$ cat config.mk
export PLATFORM = sky130hd
export DESIGN_NAME = aes_key_sched
export DESIGN_NICKNAME = d
export VERILOG_FILES = /design/src/sv/aes_pkg.sv /design/src/sv/aes_key_sched.sv
export SDC_FILE = /design/constraint.sdc
export NUM_CORES = 2
export LEC_CHECK = 0
export BUFFER_PORTS_ARGS = -buffer_cell sky130_fd_sc_hd__buf_2
export CAP_MARGIN = 20
export CORE_ASPECT_RATIO = 1.1
export CORE_MARGIN = 3
export CORE_UTILIZATION = 25
export CTS_BUF_LIST = sky130_fd_sc_hd__clkbuf_8
export DETAILED_ROUTE_END_ITERATION = 10
export PLACE_DENSITY = 0.43
export SKIP_LAST_GASP = 1
export SYNTH_ARGS = -nofsm -noshare
export SYNTH_HDL_FRONTEND = slang
export SYNTH_SLANG_ARGS = --single-unit
$ cat constraint.sdc
create_clock -name clk -period 13.09 [get_ports clk]
set_input_delay 1.309 -clock clk [delete_from_list [all_inputs] [get_ports clk]]
set_output_delay 1.309 -clock clk [all_outputs]
set_load 0.005 [all_outputs]
$ cat src/sv/aes_pkg.sv
// Package: types, constants and byte functions of the AES-256 block cipher.
`timescale 1ns / 1ps
package aes_pkg;
  localparam int KeyWords   = 8;
  localparam int SchedWords = 60;
  localparam int IdxW       = 6;
  localparam bit OpEncrypt  = 1'b0;
  localparam bit OpDecrypt  = 1'b1;

  // Configuration register indexes.
  localparam logic [1:0] RegKey3 = 2'd0;
  localparam logic [1:0] RegKey2 = 2'd1;
  localparam logic [1:0] RegKey1 = 2'd2;
  localparam logic [1:0] RegKey0 = 2'd3;

  typedef enum logic [2:0] {
    ST_IDLE, ST_EXPAND, ST_LOAD, ST_ROUND, ST_DONE
  } state_t;

  // Control from the sequencer to the round datapath.
  typedef struct packed {
    logic       load;
    logic       init;
    logic       step;
    logic       last;
    logic       dec;
  } round_ctrl_t;

  localparam logic [7:0] SBOX [256] = '{
    8'h63,8'h7c,8'h77,8'h7b,8'hf2,8'h6b,8'h6f,8'hc5,8'h30,8'h01,8'h67,8'h2b,8'hfe,8'hd7,8'hab,8'h76,
    8'hca,8'h82,8'hc9,8'h7d,8'hfa,8'h59,8'h47,8'hf0,8'had,8'hd4,8'ha2,8'haf,8'h9c,8'ha4,8'h72,8'hc0,
    8'hb7,8'hfd,8'h93,8'h26,8'h36,8'h3f,8'hf7,8'hcc,8'h34,8'ha5,8'he5,8'hf1,8'h71,8'hd8,8'h31,8'h15,
    8'h04,8'hc7,8'h23,8'hc3,8'h18,8'h96,8'h05,8'h9a,8'h07,8'h12,8'h80,8'he2,8'heb,8'h27,8'hb2,8'h75,
    8'h09,8'h83,8'h2c,8'h1a,8'h1b,8'h6e,8'h5a,8'ha0,8'h52,8'h3b,8'hd6,8'hb3,8'h29,8'he3,8'h2f,8'h84,
    8'h53,8'hd1,8'h00,8'hed,8'h20,8'hfc,8'hb1,8'h5b,8'h6a,8'hcb,8'hbe,8'h39,8'h4a,8'h4c,8'h58,8'hcf,
    8'hd0,8'hef,8'haa,8'hfb,8'h43,8'h4d,8'h33,8'h85,8'h45,8'hf9,8'h02,8'h7f,8'h50,8'h3c,8'h9f,8'ha8,
    8'h51,8'ha3,8'h40,8'h8f,8'h92,8'h9d,8'h38,8'hf5,8'hbc,8'hb6,8'hda,8'h21,8'h10,8'hff,8'hf3,8'hd2,
    8'hcd,8'h0c,8'h13,8'hec,8'h5f,8'h97,8'h44,8'h17,8'hc4,8'ha7,8'h7e,8'h3d,8'h64,8'h5d,8'h19,8'h73,
    8'h60,8'h81,8'h4f,8'hdc,8'h22,8'h2a,8'h90,8'h88,8'h46,8'hee,8'hb8,8'h14,8'hde,8'h5e,8'h0b,8'hdb,
    8'he0,8'h32,8'h3a,8'h0a,8'h49,8'h06,8'h24,8'h5c,8'hc2,8'hd3,8'hac,8'h62,8'h91,8'h95,8'he4,8'h79,
    8'he7,8'hc8,8'h37,8'h6d,8'h8d,8'hd5,8'h4e,8'ha9,8'h6c,8'h56,8'hf4,8'hea,8'h65,8'h7a,8'hae,8'h08,
    8'hba,8'h78,8'h25,8'h2e,8'h1c,8'ha6,8'hb4,8'hc6,8'he8,8'hdd,8'h74,8'h1f,8'h4b,8'hbd,8'h8b,8'h8a,
    8'h70,8'h3e,8'hb5,8'h66,8'h48,8'h03,8'hf6,8'h0e,8'h61,8'h35,8'h57,8'hb9,8'h86,8'hc1,8'h1d,8'h9e,
    8'he1,8'hf8,8'h98,8'h11,8'h69,8'hd9,8'h8e,8'h94,8'h9b,8'h1e,8'h87,8'he9,8'hce,8'h55,8'h28,8'hdf,
    8'h8c,8'ha1,8'h89,8'h0d,8'hbf,8'he6,8'h42,8'h68,8'h41,8'h99,8'h2d,8'h0f,8'hb0,8'h54,8'hbb,8'h16
  };

  localparam logic [7:0] INV_SBOX [256] = '{
    8'h52,8'h09,8'h6a,8'hd5,8'h30,8'h36,8'ha5,8'h38,8'hbf,8'h40,8'ha3,8'h9e,8'h81,8'hf3,8'hd7,8'hfb,
    8'h7c,8'he3,8'h39,8'h82,8'h9b,8'h2f,8'hff,8'h87,8'h34,8'h8e,8'h43,8'h44,8'hc4,8'hde,8'he9,8'hcb,
    8'h54,8'h7b,8'h94,8'h32,8'ha6,8'hc2,8'h23,8'h3d,8'hee,8'h4c,8'h95,8'h0b,8'h42,8'hfa,8'hc3,8'h4e,
    8'h08,8'h2e,8'ha1,8'h66,8'h28,8'hd9,8'h24,8'hb2,8'h76,8'h5b,8'ha2,8'h49,8'h6d,8'h8b,8'hd1,8'h25,
    8'h72,8'hf8,8'hf6,8'h64,8'h86,8'h68,8'h98,8'h16,8'hd4,8'ha4,8'h5c,8'hcc,8'h5d,8'h65,8'hb6,8'h92,
    8'h6c,8'h70,8'h48,8'h50,8'hfd,8'hed,8'hb9,8'hda,8'h5e,8'h15,8'h46,8'h57,8'ha7,8'h8d,8'h9d,8'h84,
    8'h90,8'hd8,8'hab,8'h00,8'h8c,8'hbc,8'hd3,8'h0a,8'hf7,8'he4,8'h58,8'h05,8'hb8,8'hb3,8'h45,8'h06,
    8'hd0,8'h2c,8'h1e,8'h8f,8'hca,8'h3f,8'h0f,8'h02,8'hc1,8'haf,8'hbd,8'h03,8'h01,8'h13,8'h8a,8'h6b,
    8'h3a,8'h91,8'h11,8'h41,8'h4f,8'h67,8'hdc,8'hea,8'h97,8'hf2,8'hcf,8'hce,8'hf0,8'hb4,8'he6,8'h73,
    8'h96,8'hac,8'h74,8'h22,8'he7,8'had,8'h35,8'h85,8'he2,8'hf9,8'h37,8'he8,8'h1c,8'h75,8'hdf,8'h6e,
    8'h47,8'hf1,8'h1a,8'h71,8'h1d,8'h29,8'hc5,8'h89,8'h6f,8'hb7,8'h62,8'h0e,8'haa,8'h18,8'hbe,8'h1b,
    8'hfc,8'h56,8'h3e,8'h4b,8'hc6,8'hd2,8'h79,8'h20,8'h9a,8'hdb,8'hc0,8'hfe,8'h78,8'hcd,8'h5a,8'hf4,
    8'h1f,8'hdd,8'ha8,8'h33,8'h88,8'h07,8'hc7,8'h31,8'hb1,8'h12,8'h10,8'h59,8'h27,8'h80,8'hec,8'h5f,
    8'h60,8'h51,8'h7f,8'ha9,8'h19,8'hb5,8'h4a,8'h0d,8'h2d,8'he5,8'h7a,8'h9f,8'h93,8'hc9,8'h9c,8'hef,
    8'ha0,8'he0,8'h3b,8'h4d,8'hae,8'h2a,8'hf5,8'hb0,8'hc8,8'heb,8'hbb,8'h3c,8'h83,8'h53,8'h99,8'h61,
    8'h17,8'h2b,8'h04,8'h7e,8'hba,8'h77,8'hd6,8'h26,8'he1,8'h69,8'h14,8'h63,8'h55,8'h21,8'h0c,8'h7d
  };

  // Multiply by x in GF(2^8).
  function automatic logic [7:0] xtime(input logic [7:0] b);
    xtime = {b[6:0], 1'b0} ^ (b[7] ? 8'h1b : 8'h00);
  endfunction

  // Substitute each byte of a word.
  function automatic logic [31:0] sbox_word(input logic [31:0] w);
    sbox_word = {SBOX[w[31:24]], SBOX[w[23:16]], SBOX[w[15:8]], SBOX[w[7:0]]};
  endfunction
endpackage

$ cat src/sv/aes_key_sched.sv
// Key schedule: expands the key into four 15-word round key banks, one word a cycle.
`timescale 1ns / 1ps
module aes_key_sched (
  input  logic                       clk,
  input  logic                       rst,
  input  logic [255:0]               key,
  input  logic                       expand_start,
  output logic                       expand_done,
  input  logic [aes_pkg::IdxW-1:0]   rd_idx,
  output logic [127:0]               rd_key
);
  import aes_pkg::*;

  logic [31:0]     mem_c0 [15];
  logic [31:0]     mem_c1 [15];
  logic [31:0]     mem_c2 [15];
  logic [31:0]     mem_c3 [15];
  logic [IdxW-1:0] wr_idx;
  logic            running;
  logic [31:0]     win [KeyWords];
  logic [31:0]     wr_word;
  logic [31:0]     t;
  logic [7:0]      rcon;

  // Sliding window of the last eight schedule words.
  always_comb begin
    t = win[KeyWords-1];
    rcon = 8'h01 << (wr_idx[5:3] - 3'd1);
    if (wr_idx[2:0] == 3'd0) begin
      t = sbox_word({t[23:0], t[31:24]}) ^ {rcon, 24'h0};
    end else if (wr_idx[2:0] == 3'd4) begin
      t = sbox_word(t);
    end
    wr_word = (wr_idx < IdxW'(KeyWords)) ? key[255 - 32*wr_idx[2:0] -: 32] : (win[0] ^ t);
  end

  // Expansion sequencer and window.
  always_ff @(posedge clk) begin
    if (rst) begin
      running <= 1'b0;
      wr_idx  <= '0;
    end else if (expand_start) begin
      running <= 1'b1;
      wr_idx  <= '0;
    end else if (running) begin
      wr_idx <= wr_idx + 1'b1;
      if (wr_idx == IdxW'(SchedWords - 1)) begin
        running <= 1'b0;
      end
    end
  end

  always_ff @(posedge clk) begin
    if (running) begin
      for (int i = 0; i < KeyWords - 1; i++) begin
        win[i] <= win[i+1];
      end
      win[KeyWords-1] <= wr_word;
    end
  end

  assign expand_done = running && (wr_idx == IdxW'(SchedWords - 1));

  // Round key banks, one per column: word 4*r+c sits in bank c at row r.
  always_ff @(posedge clk) begin
    if (running) begin
      case (wr_idx[1:0])
        2'd0: mem_c0[wr_idx[5:2]] <= wr_word;
        2'd1: mem_c1[wr_idx[5:2]] <= wr_word;
        2'd2: mem_c2[wr_idx[5:2]] <= wr_word;
        default: mem_c3[wr_idx[5:2]] <= wr_word;
      endcase
    end
  end

  // Registered read of one row from every bank; rd_idx is always a multiple of four.
  always_ff @(posedge clk) begin
    rd_key <= {mem_c0[rd_idx[5:2]], mem_c1[rd_idx[5:2]],
               mem_c2[rd_idx[5:2]], mem_c3[rd_idx[5:2]]};
  end
endmodule

==> impl_metrics.json <==
{
  "antenna_found_initial": 48,
  "yosysTopAreaCell": "edfxtp_1",
  "p_leak_nw": 37.7,
  "syn2layout_area_growth_pct": 16.2,
  "netlist_instances": 6069,
  "drive_gt1_share_pct": 27.0,
  "clock_latency_ns": 1.06,
  "place_congestion": 0.906,
  "multi_input_area_mm2": 0.0306,
  "cts_setup_buffers": 0,
  "grt_max_degree": 154,
  "setup_tns_ns": 0,
  "synth_cell_types": 92,
  "crit_type": "register to register",
  "syn-cell-area_mm2": 0.100,
  "grt_pass1_wl_mm": 492,
  "max_stage_delay_ns": 1.01,
  "holdCritPathClass": "register to register",
  "synth.area.top_cells": "edfxtp_1, mux4_2, dfxtp_1",
  "dp.final_hpwl_mm": 206,
  "initial_core_util_pct": 25.1,
  "htreeDepth": 5,
  "ir_drop_uv": 64.7,
  "core_mm2": 0.399,
  "holdPathEnd": "win[0][59]$_DFFE_PP_",
  "synth-main-ff-cell": "edfxtp_1",
  "synth_common_cells": "edfxtp_1, mux4_2, nand2_1, o21ai_0, clkbuf_1",
  "vias_per_cell": 4.98,
  "rsz0062_at_grt": "no",
  "fin_crit_ns": 6.29,
  "cp_max_fo": 61,
  "root_buffer": "clkbuf_8",
  "setup_viol": 0,
  "wl_mm": 354,
  "io_pins": 394,
  "post-route-period-util_pct": 48.1,
  "drc_errors": 0,
  "vias": 60500,
  "die_w_um": 610,
  "register_area_mm2": 0.0681,
  "whs_path_depth": 0,
  "ys_seq_area_share_pct": 67.8,
  "r2r_end": "mem_c2[12][26]$_DFFE_PP_",
  "ant_nets": 0,
  "cp.arrival_ns": 6.97,
  "p_per_area_mw_per_mm2": 138,
  "max-clock-path-buffers": 4,
  "clkSlewWorstSetupHoldPaths_ns": 0.06,
  "drt_pass1_iterations": 6,
  "crit_start": "win[1][121]$_DFFE_PP_",
  "crit_chain": "buf_4 -> inv_1 -> ha_1 -> nand2b_1 -> a311oi_1 -> nor2_1 -> a21oi_1 -> o211ai_1 -> a31oi_1 -> a21oi_1 -> mux2_1 -> a31oi_4 -> buf_4",
  "synth_seq_cells": 2311,
  "cts_sinks": 2311,
  "max_freq_ghz": 0.159,
  "reg2reg_depth": 13,
  "skew_ns": 0.0798,
  "synth.most_common_cell": "edfxtp_1",
  "fp-row-count": 243,
  "syn_avg_cell_area_um2": 16.5,
  "ys.warnings.count": 0,
  "hold_ws_ns": 0.383,
  "regToRegSetupSlack_ns": 6.80,
  "nNetsFinal": 6874,
  "grt_overflow_total": 0,
  "ys_async_sr_fraction_pct": 0,
  "final_hold_viol_count": 0,
  "die-area_mm2": 0.409,
  "slew_headroom_pct": 20.1,
  "die_height_um": 670,
  "synth_edf_count": 2176,
  "r2r_start": "win[1][121]$_DFFE_PP_",
  "fillCellCount": 40000,
  "worstSetupEndpointType": "register",
  "io_buffers": 391,
  "grt.total_usage_pct": 16.8,
  "hp-start": "win[0][91]$_DFFE_PP_",
  "post_drt_wl_per_cell_um": 29.1,
  "syn_nets": 6399,
  "startpoint_type": "register",
  "required_ns": 13.77,
  "outcome": "finished clean",
  "yosysTopAreaCellShare_pct": 65.1,
  "max_cap_viol_count": 0,
  "cts_buffers": 387,
  "finalMaxSlewViolations": 0,
  "grt_pass1_vias": 62100,
  "ctsHoldBuffers": 0,
  "critPathSlowestCell": "ha_1",
  "tightest_slew_ns": 1.20,
  "drtIter0Drc": 5873,
  "cts_resized": 0,
  "cts_tree": "done"
}
report_power, final:
part	switching (W)	internal (W)	total (W)
clock network	0.00293	0.00317	0.00610
registers	0.0000640	0.00826	0.00832
logic	0.00109	0.000546	0.00164
critical path, delay by kind of cell, from the launching register on:
kind,cells,cell delay [ns]
mux,1,0.36
fa+ha+maj,1,1.01
buf+inv,3,1.45
compound gates,6,1.92
simple gates,2,0.66
flops,1,0.32
layout make-up:
type,count,share of cell area (%)
Clock buffer,426,5.03
Tap cell,5267,5.66
Sequential cell,2311,58.4
Clock inverter,279,1.26
Timing Repair Buffer,597,3.16
Antenna cell,31,0.0666
Inverter,56,0.180
Multi-Input combinational cell,3191,26.2
layout by cell type, fill, tap and decap left out, drive strengths merged, types with 100 or more instances in the layout:
cell type     n
mux4        603
clkbuf      427
edfxtp     2176
a21oi       223
o21ai       307
nand2b      100
clkinv      109
dfxtp       135
nand2       387
mux2i       163
buf         595
inv         210
nor3        107
nor2        239
flip-flops by register name, summed over array words and instances (netlist names):
name and flops:
mem_c0 480, win 256, running 1, rd_key 128, mem_c3 480, mem_c2 480
mem_c1 480, wr_idx 6
kinds of logic (layout without fill, tap and decap cells):
kind of cell / after synthesis / after routing / synth area share, %
and+or+nand+nor: 1190 / 1190 / 5.73
adders and majority gates: 66 / 66 / 0.821
DFF: 2311 / 2311 / 67.8
AOI/OAI and AO/OA: 1123 / 1123 / 7.57
muxes: 776 / 776 / 15.3
buffers and inverters: 567 / 1358 / 2.44
xor gates and xnor gates: 36 / 36 / 0.314
other: 0 / 31 / 0
per-layer routing:
layer	part of all wire (%)	global-route usage [%]
met1	41	21.6
met2	50	29.0
met3	5.1	2.22
met4	3.6	5.87
met5	0	0
per-stage QoR:
step / utilization [%] / instance area, um2 / setup slack, ns / total power [W] / std cells
CTS: 29.2 / 116000 / 6.89 / 0.0163 / 12100
global route: 29.2 / 116000 / 6.62 / 0.0167 / 12100
global placement: 27.3 / 109000 / 6.95 / 0.0101 / 11400
floorplan: - / 100000 / 3.82 / 0.00940 / 6069
detailed placement: 27.3 / 109000 / 6.94 / 0.0101 / 11400
finish: 29.2 / 117000 / 6.80 / 0.0161 / 12200
worst max-delay path by stage:
| stage | endpoint | slack (ns) | cells past startpoint |
|---|---|---|---|
| final | mem_c2[12][26]$_DFFE_PP_ | 6.80 | 13 |
| after global routing | mem_c2[7][26]$_DFFE_PP_ | 6.62 | 13 |
| after CTS | mem_c2[13][26]$_DFFE_PP_ | 6.89 | 13 |
| after detailed placement | mem_c2[0][26]$_DFFE_PP_ | 6.94 | 13 |
| after global placement | mem_c3[0][7]$_DFFE_PP_ | 6.95 | 13 |
| after floorplan | mem_c0[0][0]$_DFFE_PP_ | 3.82 | 3 |
(Power assumes the default switching activity.)
